$ cat src/rtl/skt_pkg.sv
// Package with shared types, codes and defaults for the sorted key table.
`timescale 1ns / 1ps

package skt_pkg;

  localparam int CAPACITY_DEF   = 16;
  localparam int NAME_BYTES_DEF = 8;
  localparam int KEY_W          = 32;
  localparam int NAME_MAX_W     = 64;
  localparam int COUNT_W        = 5;

  typedef enum logic [1:0] {
    CMD_INSERT = 2'd0,
    CMD_DELETE = 2'd1,
    CMD_CLEAR  = 2'd2
  } cmd_t;

  typedef enum logic [1:0] {
    ST_DONE      = 2'd0,
    ST_NOT_FOUND = 2'd1,
    ST_FULL      = 2'd2
  } status_t;

  typedef struct packed {
    cmd_t                    command;
    logic signed [KEY_W-1:0] key;
    logic [NAME_MAX_W-1:0]   name_payload;
  } skt_in_t;

  typedef struct packed {
    status_t              status;
    logic [COUNT_W-1:0]   entry_count;
  } skt_out_t;

  typedef struct packed {
    logic                    ins;
    logic                    del;
    logic signed [KEY_W-1:0] key;
    logic [NAME_MAX_W-1:0]   name;
  } skt_op_t;

  typedef struct packed {
    logic ge_ins;
    logic ge_del;
  } skt_flags_t;

endpackage

$ cat src/rtl/skt_cell.sv
// One storage cell of the sorted table: holds one entry and shifts with its neighbors.
`timescale 1ns / 1ps

module skt_cell import skt_pkg::*; #(
  parameter int NAME_W = 8 * NAME_BYTES_DEF
) (
  input  logic                    clk,
  input  skt_op_t                 op,
  input  logic                    valid,
  input  logic                    match_any,
  input  logic signed [KEY_W-1:0] left_key,
  input  logic [NAME_W-1:0]       left_name,
  input  skt_flags_t              left_flags,
  input  logic signed [KEY_W-1:0] right_key,
  input  logic [NAME_W-1:0]       right_name,
  output logic signed [KEY_W-1:0] key,
  output logic [NAME_W-1:0]       name,
  output skt_flags_t              flags,
  output logic                    hit
);

  logic                    cmp;
  logic signed [KEY_W-1:0] key_next;
  logic [NAME_W-1:0]       name_next;

  assign cmp          = (key >= op.key);
  assign flags.ge_ins = !valid || cmp;
  assign flags.ge_del = valid && cmp;
  assign hit          = flags.ge_del && !left_flags.ge_del && (key == op.key);

  always_comb begin
    key_next  = key;
    name_next = name;
    priority if (op.ins && left_flags.ge_ins) begin
      key_next  = left_key;
      name_next = left_name;
    end else if (op.ins && flags.ge_ins) begin
      key_next  = op.key;
      name_next = op.name[NAME_W-1:0];
    end else if (op.del && match_any && flags.ge_del) begin
      key_next  = right_key;
      name_next = right_name;
    end
  end

  always_ff @(posedge clk) begin
    key  <= key_next;
    name <= name_next;
  end

endmodule

$ cat src/rtl/skt_chain.sv
// Row of storage cells with the delete match reduction.
`timescale 1ns / 1ps

module skt_chain import skt_pkg::*; #(
  parameter int CAPACITY = CAPACITY_DEF,
  parameter int NAME_W   = 8 * NAME_BYTES_DEF,
  parameter int CNT_W    = $clog2(CAPACITY + 1)
) (
  input  logic             clk,
  input  skt_op_t          op,
  input  logic [CNT_W-1:0] count,
  output logic             found
);

  logic signed [KEY_W-1:0] cell_key  [CAPACITY];
  logic [NAME_W-1:0]       cell_name [CAPACITY];
  skt_flags_t              cell_flags[CAPACITY];
  logic [CAPACITY-1:0]     hit;

  for (genvar i = 0; i < CAPACITY; i++) begin : g_cell
    logic signed [KEY_W-1:0] lk;
    logic [NAME_W-1:0]       ln;
    skt_flags_t              lf;
    logic signed [KEY_W-1:0] rk;
    logic [NAME_W-1:0]       rn;
    logic                    valid;

    if (i == 0) begin : g_first
      assign lk = '0;
      assign ln = '0;
      assign lf = '0;
    end else begin : g_inner
      assign lk = cell_key[i-1];
      assign ln = cell_name[i-1];
      assign lf = cell_flags[i-1];
    end

    if (i == CAPACITY - 1) begin : g_last
      assign rk = cell_key[i];
      assign rn = cell_name[i];
    end else begin : g_body
      assign rk = cell_key[i+1];
      assign rn = cell_name[i+1];
    end

    assign valid = (CNT_W'(i) < count);

    skt_cell #(
      .NAME_W(NAME_W)
    ) u_cell (
      .clk       (clk),
      .op        (op),
      .valid     (valid),
      .match_any (found),
      .left_key  (lk),
      .left_name (ln),
      .left_flags(lf),
      .right_key (rk),
      .right_name(rn),
      .key       (cell_key[i]),
      .name      (cell_name[i]),
      .flags     (cell_flags[i]),
      .hit       (hit[i])
    );
  end

  assign found = |hit;

endmodule

$ cat src/rtl/sorted_key_table_unit.sv
// Top level of the sorted key table: command decode, entry count and result register.
// The table keeps up to CAPACITY entries in ascending signed key order in a row of cells
// that compare against the command key and shift left or right together. Busy stays low,
// so a transaction may be started on every clock, and its result appears with done high in
// the following cycle for exactly one cycle. Each command is a single cell compare and shift
// step. The receiver cannot stall, so results must be taken as they come. Only the count and
// done are reset; cell contents need no clearing.
`timescale 1ns / 1ps

module sorted_key_table_unit import skt_pkg::*; #(
  parameter int CAPACITY   = CAPACITY_DEF,
  parameter int NAME_BYTES = NAME_BYTES_DEF
) (
  input  logic     clk,
  input  logic     rst,
  input  logic     start,
  output logic     busy,
  input  skt_in_t  request,
  output logic     done,
  output skt_out_t result
);

  localparam int NAME_W = 8 * NAME_BYTES;
  localparam int CNT_W  = $clog2(CAPACITY + 1);
  localparam logic [CNT_W-1:0] CAP_CNT = CNT_W'(CAPACITY);

  logic             accept;
  logic             full;
  logic             found;
  logic [CNT_W-1:0] count;
  logic [CNT_W-1:0] count_next;
  status_t          status_next;
  skt_op_t          op;

  assign busy   = 1'b0;
  assign accept = start && !busy;
  assign full   = (count == CAP_CNT);

  assign op.ins  = accept && (request.command == CMD_INSERT) && !full;
  assign op.del  = accept && (request.command == CMD_DELETE);
  assign op.key  = request.key;
  assign op.name = request.name_payload;

  skt_chain #(
    .CAPACITY(CAPACITY),
    .NAME_W  (NAME_W),
    .CNT_W   (CNT_W)
  ) u_chain (
    .clk  (clk),
    .op   (op),
    .count(count),
    .found(found)
  );

  always_comb begin
    count_next  = count;
    status_next = ST_DONE;
    unique case (request.command)
      CMD_INSERT: begin
        if (full) begin
          status_next = ST_FULL;
        end else begin
          count_next = count + CNT_W'(1);
        end
      end
      CMD_DELETE: begin
        if (found) begin
          count_next = count - CNT_W'(1);
        end else begin
          status_next = ST_NOT_FOUND;
        end
      end
      CMD_CLEAR: begin
        count_next = '0;
      end
      default: begin
        count_next = count;
      end
    endcase
  end

  always_ff @(posedge clk) begin
    if (rst) begin
      count <= '0;
      done  <= 1'b0;
    end else begin
      done <= accept;
      if (accept) begin
        count <= count_next;
      end
    end
  end

  always_ff @(posedge clk) begin
    if (accept) begin
      result.status      <= status_next;
      result.entry_count <= COUNT_W'(count_next);
    end
  end

`ifndef SYNTHESIS
  a_accept_gives_done: assert property (@(posedge clk) disable iff (rst)
    accept |=> done)
    else $error("Accepted transaction did not produce a result.");

  a_no_spurious_done: assert property (@(posedge clk) disable iff (rst)
    !accept |=> !done)
    else $error("Result strobe without an accepted transaction.");

  a_count_bounded: assert property (@(posedge clk) disable iff (rst)
    count <= CAP_CNT)
    else $error("Entry count exceeds capacity.");

  a_full_only_when_full: assert property (@(posedge clk) disable iff (rst)
    (accept && request.command == CMD_INSERT && status_next == ST_FULL) |-> full)
    else $error("Insert refused while the table had room.");

  a_insert_grows: assert property (@(posedge clk) disable iff (rst)
    op.ins |=> (count == $past(count) + CNT_W'(1)))
    else $error("Insert did not grow the entry count by one.");
`endif

endmodule

$ cat config.mk
export PLATFORM = sky130hd
export DESIGN_NAME = sorted_key_table_unit
export DESIGN_NICKNAME = d
export VERILOG_FILES = /design/src/rtl/skt_pkg.sv /design/src/rtl/skt_cell.sv /design/src/rtl/skt_chain.sv /design/src/rtl/sorted_key_table_unit.sv
export SDC_FILE = /design/constraint.sdc
export NUM_CORES = 2
export LEC_CHECK = 0
export BUFFER_PORTS_ARGS = -buffer_cell sky130_fd_sc_hd__buf_2
export CAP_MARGIN = 15
export CORE_ASPECT_RATIO = 2
export CORE_UTILIZATION = 48
export DETAILED_ROUTE_END_ITERATION = 8
export PLACE_DENSITY = 0.75
export SYNTH_ARGS = -nofsm -noshare
export SYNTH_HDL_FRONTEND = slang
export SYNTH_SLANG_ARGS = --single-unit
$ cat constraint.sdc
create_clock -name clk -period 7.5 [get_ports clk]
set_input_delay 1.5 -clock clk [delete_from_list [all_inputs] [get_ports clk]]
set_output_delay 1.5 -clock clk [all_outputs]
set_load 0.03 [all_outputs]
After elaboration in Yosys (flattened, before gate mapping). Cells that the tools add are included.

Add/subtract/negate cells: 2. $lt $le $gt $ge: 32. Eq/ne operators: 19. Muxes and demuxes: 52. Reductions and logical operators: 148.

Operators with widths (count): 32-bit two-way mux (46); 32-bit == test (16); 32-bit >= comparator (16); 1-bit logical AND (82); 3-bit nonzero test (14); 4-bit by 5-bit less-than comparator with 1-bit output (first input constant) (8); 1-bit logical NOT (32); 3-bit by 5-bit less-than comparator with 1-bit output (first input constant) (4); 1-bit logical OR (16); 16-bit OR reduction (1); 5-bit one-hot mux with 3 select lines (1); 1-bit by 5-bit less-than comparator with 1-bit output (first input constant) (2); 2-bit by 5-bit less-than comparator with 1-bit output (first input constant) (2); 5-bit two-way mux (2); 5-bit by 1-bit adder with 5-bit output (second input constant) (1); 5-bit == test (second input constant) (1); 5-bit by 1-bit subtractor with 5-bit output (second input constant) (1); 2-bit one-hot mux with 2 select lines (1); 2-bit nonzero test (2); 2-bit by 1-bit == test with 1-bit output (second input constant) (1); 2-bit == test (second input constant) (1); 2-bit logical NOT (1); 2-bit two-way mux (1); 1-bit two-way mux (1).

Register bits: 525. Bits of input ports: 101. Logic and storage cells: 273.

Depth between registers and ports, before layout.
Word-level depth: 11. Gate-level depth with buffers: 16. Gate-level depth less buffers: 13.

Modules after synthesis. From an unflattened synthesis, not the netlist that was laid out.

Cell total of the unflattened synthesis: 10075. Area total of the unflattened synthesis: 103813.3 um^2.

Modules (own cells, without submodules): skt_cell (u_chain.g_cell[0].u_cell ...) (instances 11, cells each 695, area an instance 6820.3 um^2); skt_cell (u_chain.g_cell[5].u_cell ...) (instances 5, cells each 463, area an instance 5564.1 um^2); sorted_key_table_unit (instances 1, cells each 82, area an instance 778.2 um^2); skt_chain (instances 1, cells each 33, area an instance 191.4 um^2).

Worst setup path after synthesis. Ideal clock, no wire load.

Kind: input port to flip-flop. From: in request[95] (netlist bit). To: reg u_chain.g_cell[11].u_cell.key[0] (enable). Setup time: 0.432 ns. Data arrival time: 5.970 ns. Slack: 1.098 ns. Cell stages on the path: 14. Path buffers: 1. Cells stage by stage: inv_1 > ha_1 > buf_2 > nand4_1 > nor3_1 > a22o_1 > or4_1 > nor3_1 > a31oi_1 > and4_4 > o311ai_4 > o211a_4 > or2b_1 > a21oi_1.

Longest elaborated chain between the ends: 9. Elaborated cells on any way between the ends: 102.

Ends and longest elaborated chain: start: declaration (line sorted_key_table_unit.sv:18) `input skt_in_t request,`; 32-bit >= comparator (line skt_cell.sv:26) `assign cmp = (key >= op.key);`; 1-bit logical AND (line skt_cell.sv:28) `assign flags.ge_del = valid && cmp;`; 1-bit logical NOT (line skt_cell.sv:29) `assign hit = flags.ge_del && !left_flags.ge_del && (key == op.key);`; 1-bit logical AND (2 in a row) (line skt_cell.sv:29); 16-bit OR reduction (line skt_chain.sv:67) `assign found = |hit;`; 1-bit logical AND (2 in a row) (line skt_cell.sv:40) `end else if (op.del && match_any && flags.ge_del) begin`; 3-bit nonzero test (no source line) *; end signal: assignment (line skt_cell.sv:47) `key <= key_next;`; end: declaration (line skt_cell.sv:16) `output logic signed [KEY_W-1:0] key,`.

Every way passes the cells marked *; elsewhere a longest branch is shown, timed or not. A chain may end at the register's enable or synchronous reset.

Worst setup path after layout.
From: in request[90] (netlist bit). To: reg result[0] (netlist bit), data pin.

Longest elaborated chain between the ends: 8. Elaborated cells on any way between the ends: 97.

Ends and longest elaborated chain: 32-bit >= comparator (line skt_cell.sv:26); 1-bit logical AND (line skt_cell.sv:28); 1-bit logical NOT (line skt_cell.sv:29); 1-bit logical AND (2 in a row) (line skt_cell.sv:29); 16-bit OR reduction * (line skt_chain.sv:67); 5-bit two-way mux * (line sorted_key_table_unit.sv:67) `if (found) begin`; 5-bit one-hot mux with 3 select lines * (line sorted_key_table_unit.sv:58) `unique case (request.command)`; named net count_next[0] (line sorted_key_table_unit.sv:31) `logic [CNT_W-1:0] count_next;`; end: declaration (line sorted_key_table_unit.sv:20) `output skt_out_t result`.

Mark *: on every way through the listed nets, which the timed path passes. The rest lies on a longest branch.

==> impl_metrics.json <==
{
  "clock_latency_ns": 0.65,
  "cts_root_buf": "clkbuf_16",
  "synth_fp_nets": 4597,
  "path_buf_inv": 3,
  "setup_viol": 0,
  "async_reset_ff_frac": 0,
  "finalClockSkew_ns": 0.0422,
  "cts_hold_buf": 0,
  "wl_per_cell_um": 22.7,
  "dp_cells": 4983,
  "max_cap_viol_count": 0,
  "grt_max_degree": 129,
  "layout.cells.non_filler": 5079,
  "routed_wl_mm": 115,
  "crit_path_end_kind": "flop",
  "setup_tns_ns": 0,
  "cpLargestDelayFamily": "simple AND/OR/NAND/NOR gates",
  "ant_nets": 0,
  "final_cell_mix": "edfxtp_1 (519), ha_1 (515), a21oi_1 (512)",
  "vias_per_cell": 6.23,
  "peakVddDrop_mv": 0.169,
  "p_per_area_nw_per_um2": 174,
  "synthFlopType": "edfxtp_1",
  "first_iter_violations": 2434,
  "slew_viol_final": 0,
  "cts_made_buffers": 51,
  "num_rows": 147,
  "die_area_um2": 82100,
  "holdWs_ns": 0.565,
  "mostFrequentLayoutCell": "edfxtp_1",
  "ys_warn_count": 0,
  "critPathRequiredTime_ns": 7.88,
  "critPathMaxStageDelay_ns": 0.85,
  "grt_first_pass_wirelength_mm": 177,
  "core_area_um2": 80200,
  "grt_pass1_vias": 31400,
  "yosysSeqAreaShare": 0.405,
  "n_fill_cell": 7240,
  "die_w_um": 203,
  "post-cts-setup-buffers": 0,
  "crit_top_cell": "nand4_1",
  "ys_seq_elements": 525,
  "synth_edf_count": 519,
  "critPathKind": "input port to flop",
  "diodes": 0,
  "p_leak_uw": 0.0163,
  "synthDistinctLibCells": 89,
  "syn_to_final_growth_pct": 9.80,
  "fmax_mhz": 158,
  "fin_crit_sh": 0.843,
  "start_util": 0.484,
  "clkTransAtPathRegs_ns": 0.07,
  "netlist_area_um2": 38800,
  "final-hold-violation-count": 0,
  "io_pins": 110,
  "syn_inst": 3981,
  "cts_tree": "built",
  "path_cells": "buf_2 > inv_1 > ha_1 > nand4_1 > nor4_1 > nand4_1 > nor4b_1 > a22o_1 > a2111oi_0 > nand4_1 > nor4_1 > buf_4 > nand3_1 > o211a_1 > o41ai_1",
  "synth.avg_cell_area_um2": 9.75,
  "crit_fanout": 20,
  "relSlewSlack": 0.180,
  "vias": 31700,
  "clock_path_buffers": 3,
  "critical_path_arrival_ns": 6.70,
  "cts.sink_count": 525,
  "finalCriticalPeriod_ns": 6.33,
  "critPathLaunchType": "input port",
  "setup_ws_ns": 1.17,
  "numPortBuffers": 44,
  "nNetsFinal": 4609,
  "hold_path_class": "flop to flop",
  "dpl_worst_slack_ns": 0.659,
  "die_y_um": 404,
  "drc": 0,
  "slowest_stage": "nor4_1",
  "h-tree-depth": 2,
  "grt.total_usage": 0.278,
  "hpwl_mm": 89.3,
  "worst_pin_slew_ns": 1.22,
  "cts_resized": 0,
  "layout-drive-gt1-share": 0.0887,
  "run_status": "complete, no violations",
  "rsz0062_at_grt": "no",
  "grt-ovfl-total": 0,
  "antenna_found_initial": 1,
  "gp_congestion": 0.980,
  "drt-pass1-iter-count": 6
}
## cell usage after synthesis, types with 41 or more instances
| cell | instances | area share |
|---|---|---|
| inv_1 | 74 | 0.0072 |
| a21o_1 | 41 | 0.0079 |
| ha_1 | 515 | 0.17 |
| a21oi_1 | 521 | 0.067 |
| nand4_1 | 122 | 0.020 |
| clkbuf_1 | 170 | 0.016 |
| nand2_1 | 412 | 0.040 |
| nand3_1 | 56 | 0.0072 |
| o21ai_0 | 367 | 0.047 |
| mux2_2 | 64 | 0.019 |
| nor2_1 | 370 | 0.036 |
| mux2i_1 | 324 | 0.084 |
| edfxtp_1 | 519 | 0.40 |
## cells by family (layout without fill, tap and decap cells)
group / Yosys count / after routing / share of synthesized area
other cells: 1 / 1 / 0.0000966
simple gates: 1141 / 1141 / 0.135
xor+xnor: 8 / 8 / 0.00180
buf+inv: 292 / 347 / 0.0294
mux: 389 / 389 / 0.102
compound gates: 1110 / 1110 / 0.161
fa+ha+maj: 515 / 515 / 0.166
flops: 525 / 525 / 0.405
## flip-flops by register name (all words and copies together), names as in the netlist
| register | count |
|---|---|
| u_chain.g_cell.u_cell.key | 512 |
| result | 7 |
| done | 1 |
| count | 5 |
## worst reg2reg max path, delay by kind of cell (launching register included)
kind	cells	cell delay [ns]
AND/OR/NAND/NOR	5	2.44
flip-flops	1	0.43
AO/OA/AOI/OAI	5	1.22
buffers and inverters	1	0.27
adder cells (fa/ha/maj)	1	0.40
## where the power goes
part	switching (µW)	internal, µW	leakage (µW)
logic	816	480	0.0107
clock network	1240	1390	0.000775
registers	108	3410	0.00485
total	2160	5270	0.0163
## per-stage QoR
| stage | power, µW | instance area (µm²) | utilization |
|---|---|---|---|
| after floorplan | 4410 | 38800 | - |
| after global placement | 4800 | 41000 | 0.512 |
| after detailed placement | 4850 | 41000 | 0.512 |
| after CTS | 7450 | 42600 | 0.532 |
| after global routing | 7690 | 42600 | 0.532 |
| final | 7440 | 42600 | 0.532 |
## per-layer routing
layer | global-route usage | wire, µm
met5 | 0 | 13
met4 | 0.228 | 10300
met3 | 0.0234 | 4330
met2 | 0.496 | 58800
met1 | 0.297 | 41900
## layout make-up
cell class | count | area [µm²] | share of cell area
sequential | 525 | 15700 | 0.368
clock buffer | 66 | 1350 | 0.0318
inverter | 75 | 282 | 0.00660
timing repair buffer | 176 | 1500 | 0.0352
tap | 1043 | 1310 | 0.0306
clock inverter | 30 | 244 | 0.00572
multi-input combinational | 3164 | 22200 | 0.522
## worst paths after layout
path	start	to	slack [ns]	cells after the start
min	u_chain.g_cell[0].u_cell.key[11]$_DFFE_PP_	u_chain.g_cell[1].u_cell.key[11]$_DFFE_PP_	0.57	2
min reg2reg	u_chain.g_cell[0].u_cell.key[11]$_DFFE_PP_	u_chain.g_cell[1].u_cell.key[11]$_DFFE_PP_	0.57	2
max	request[90]	result[0]$_DFFE_PP_	1.17	15
max reg2reg	u_chain.g_cell[11].u_cell.key[31]$_DFFE_PP_	u_chain.g_cell[7].u_cell.key[23]$_DFFE_PP_	2.36	12
No activity file was read; power rests on OpenSTA's default activity.
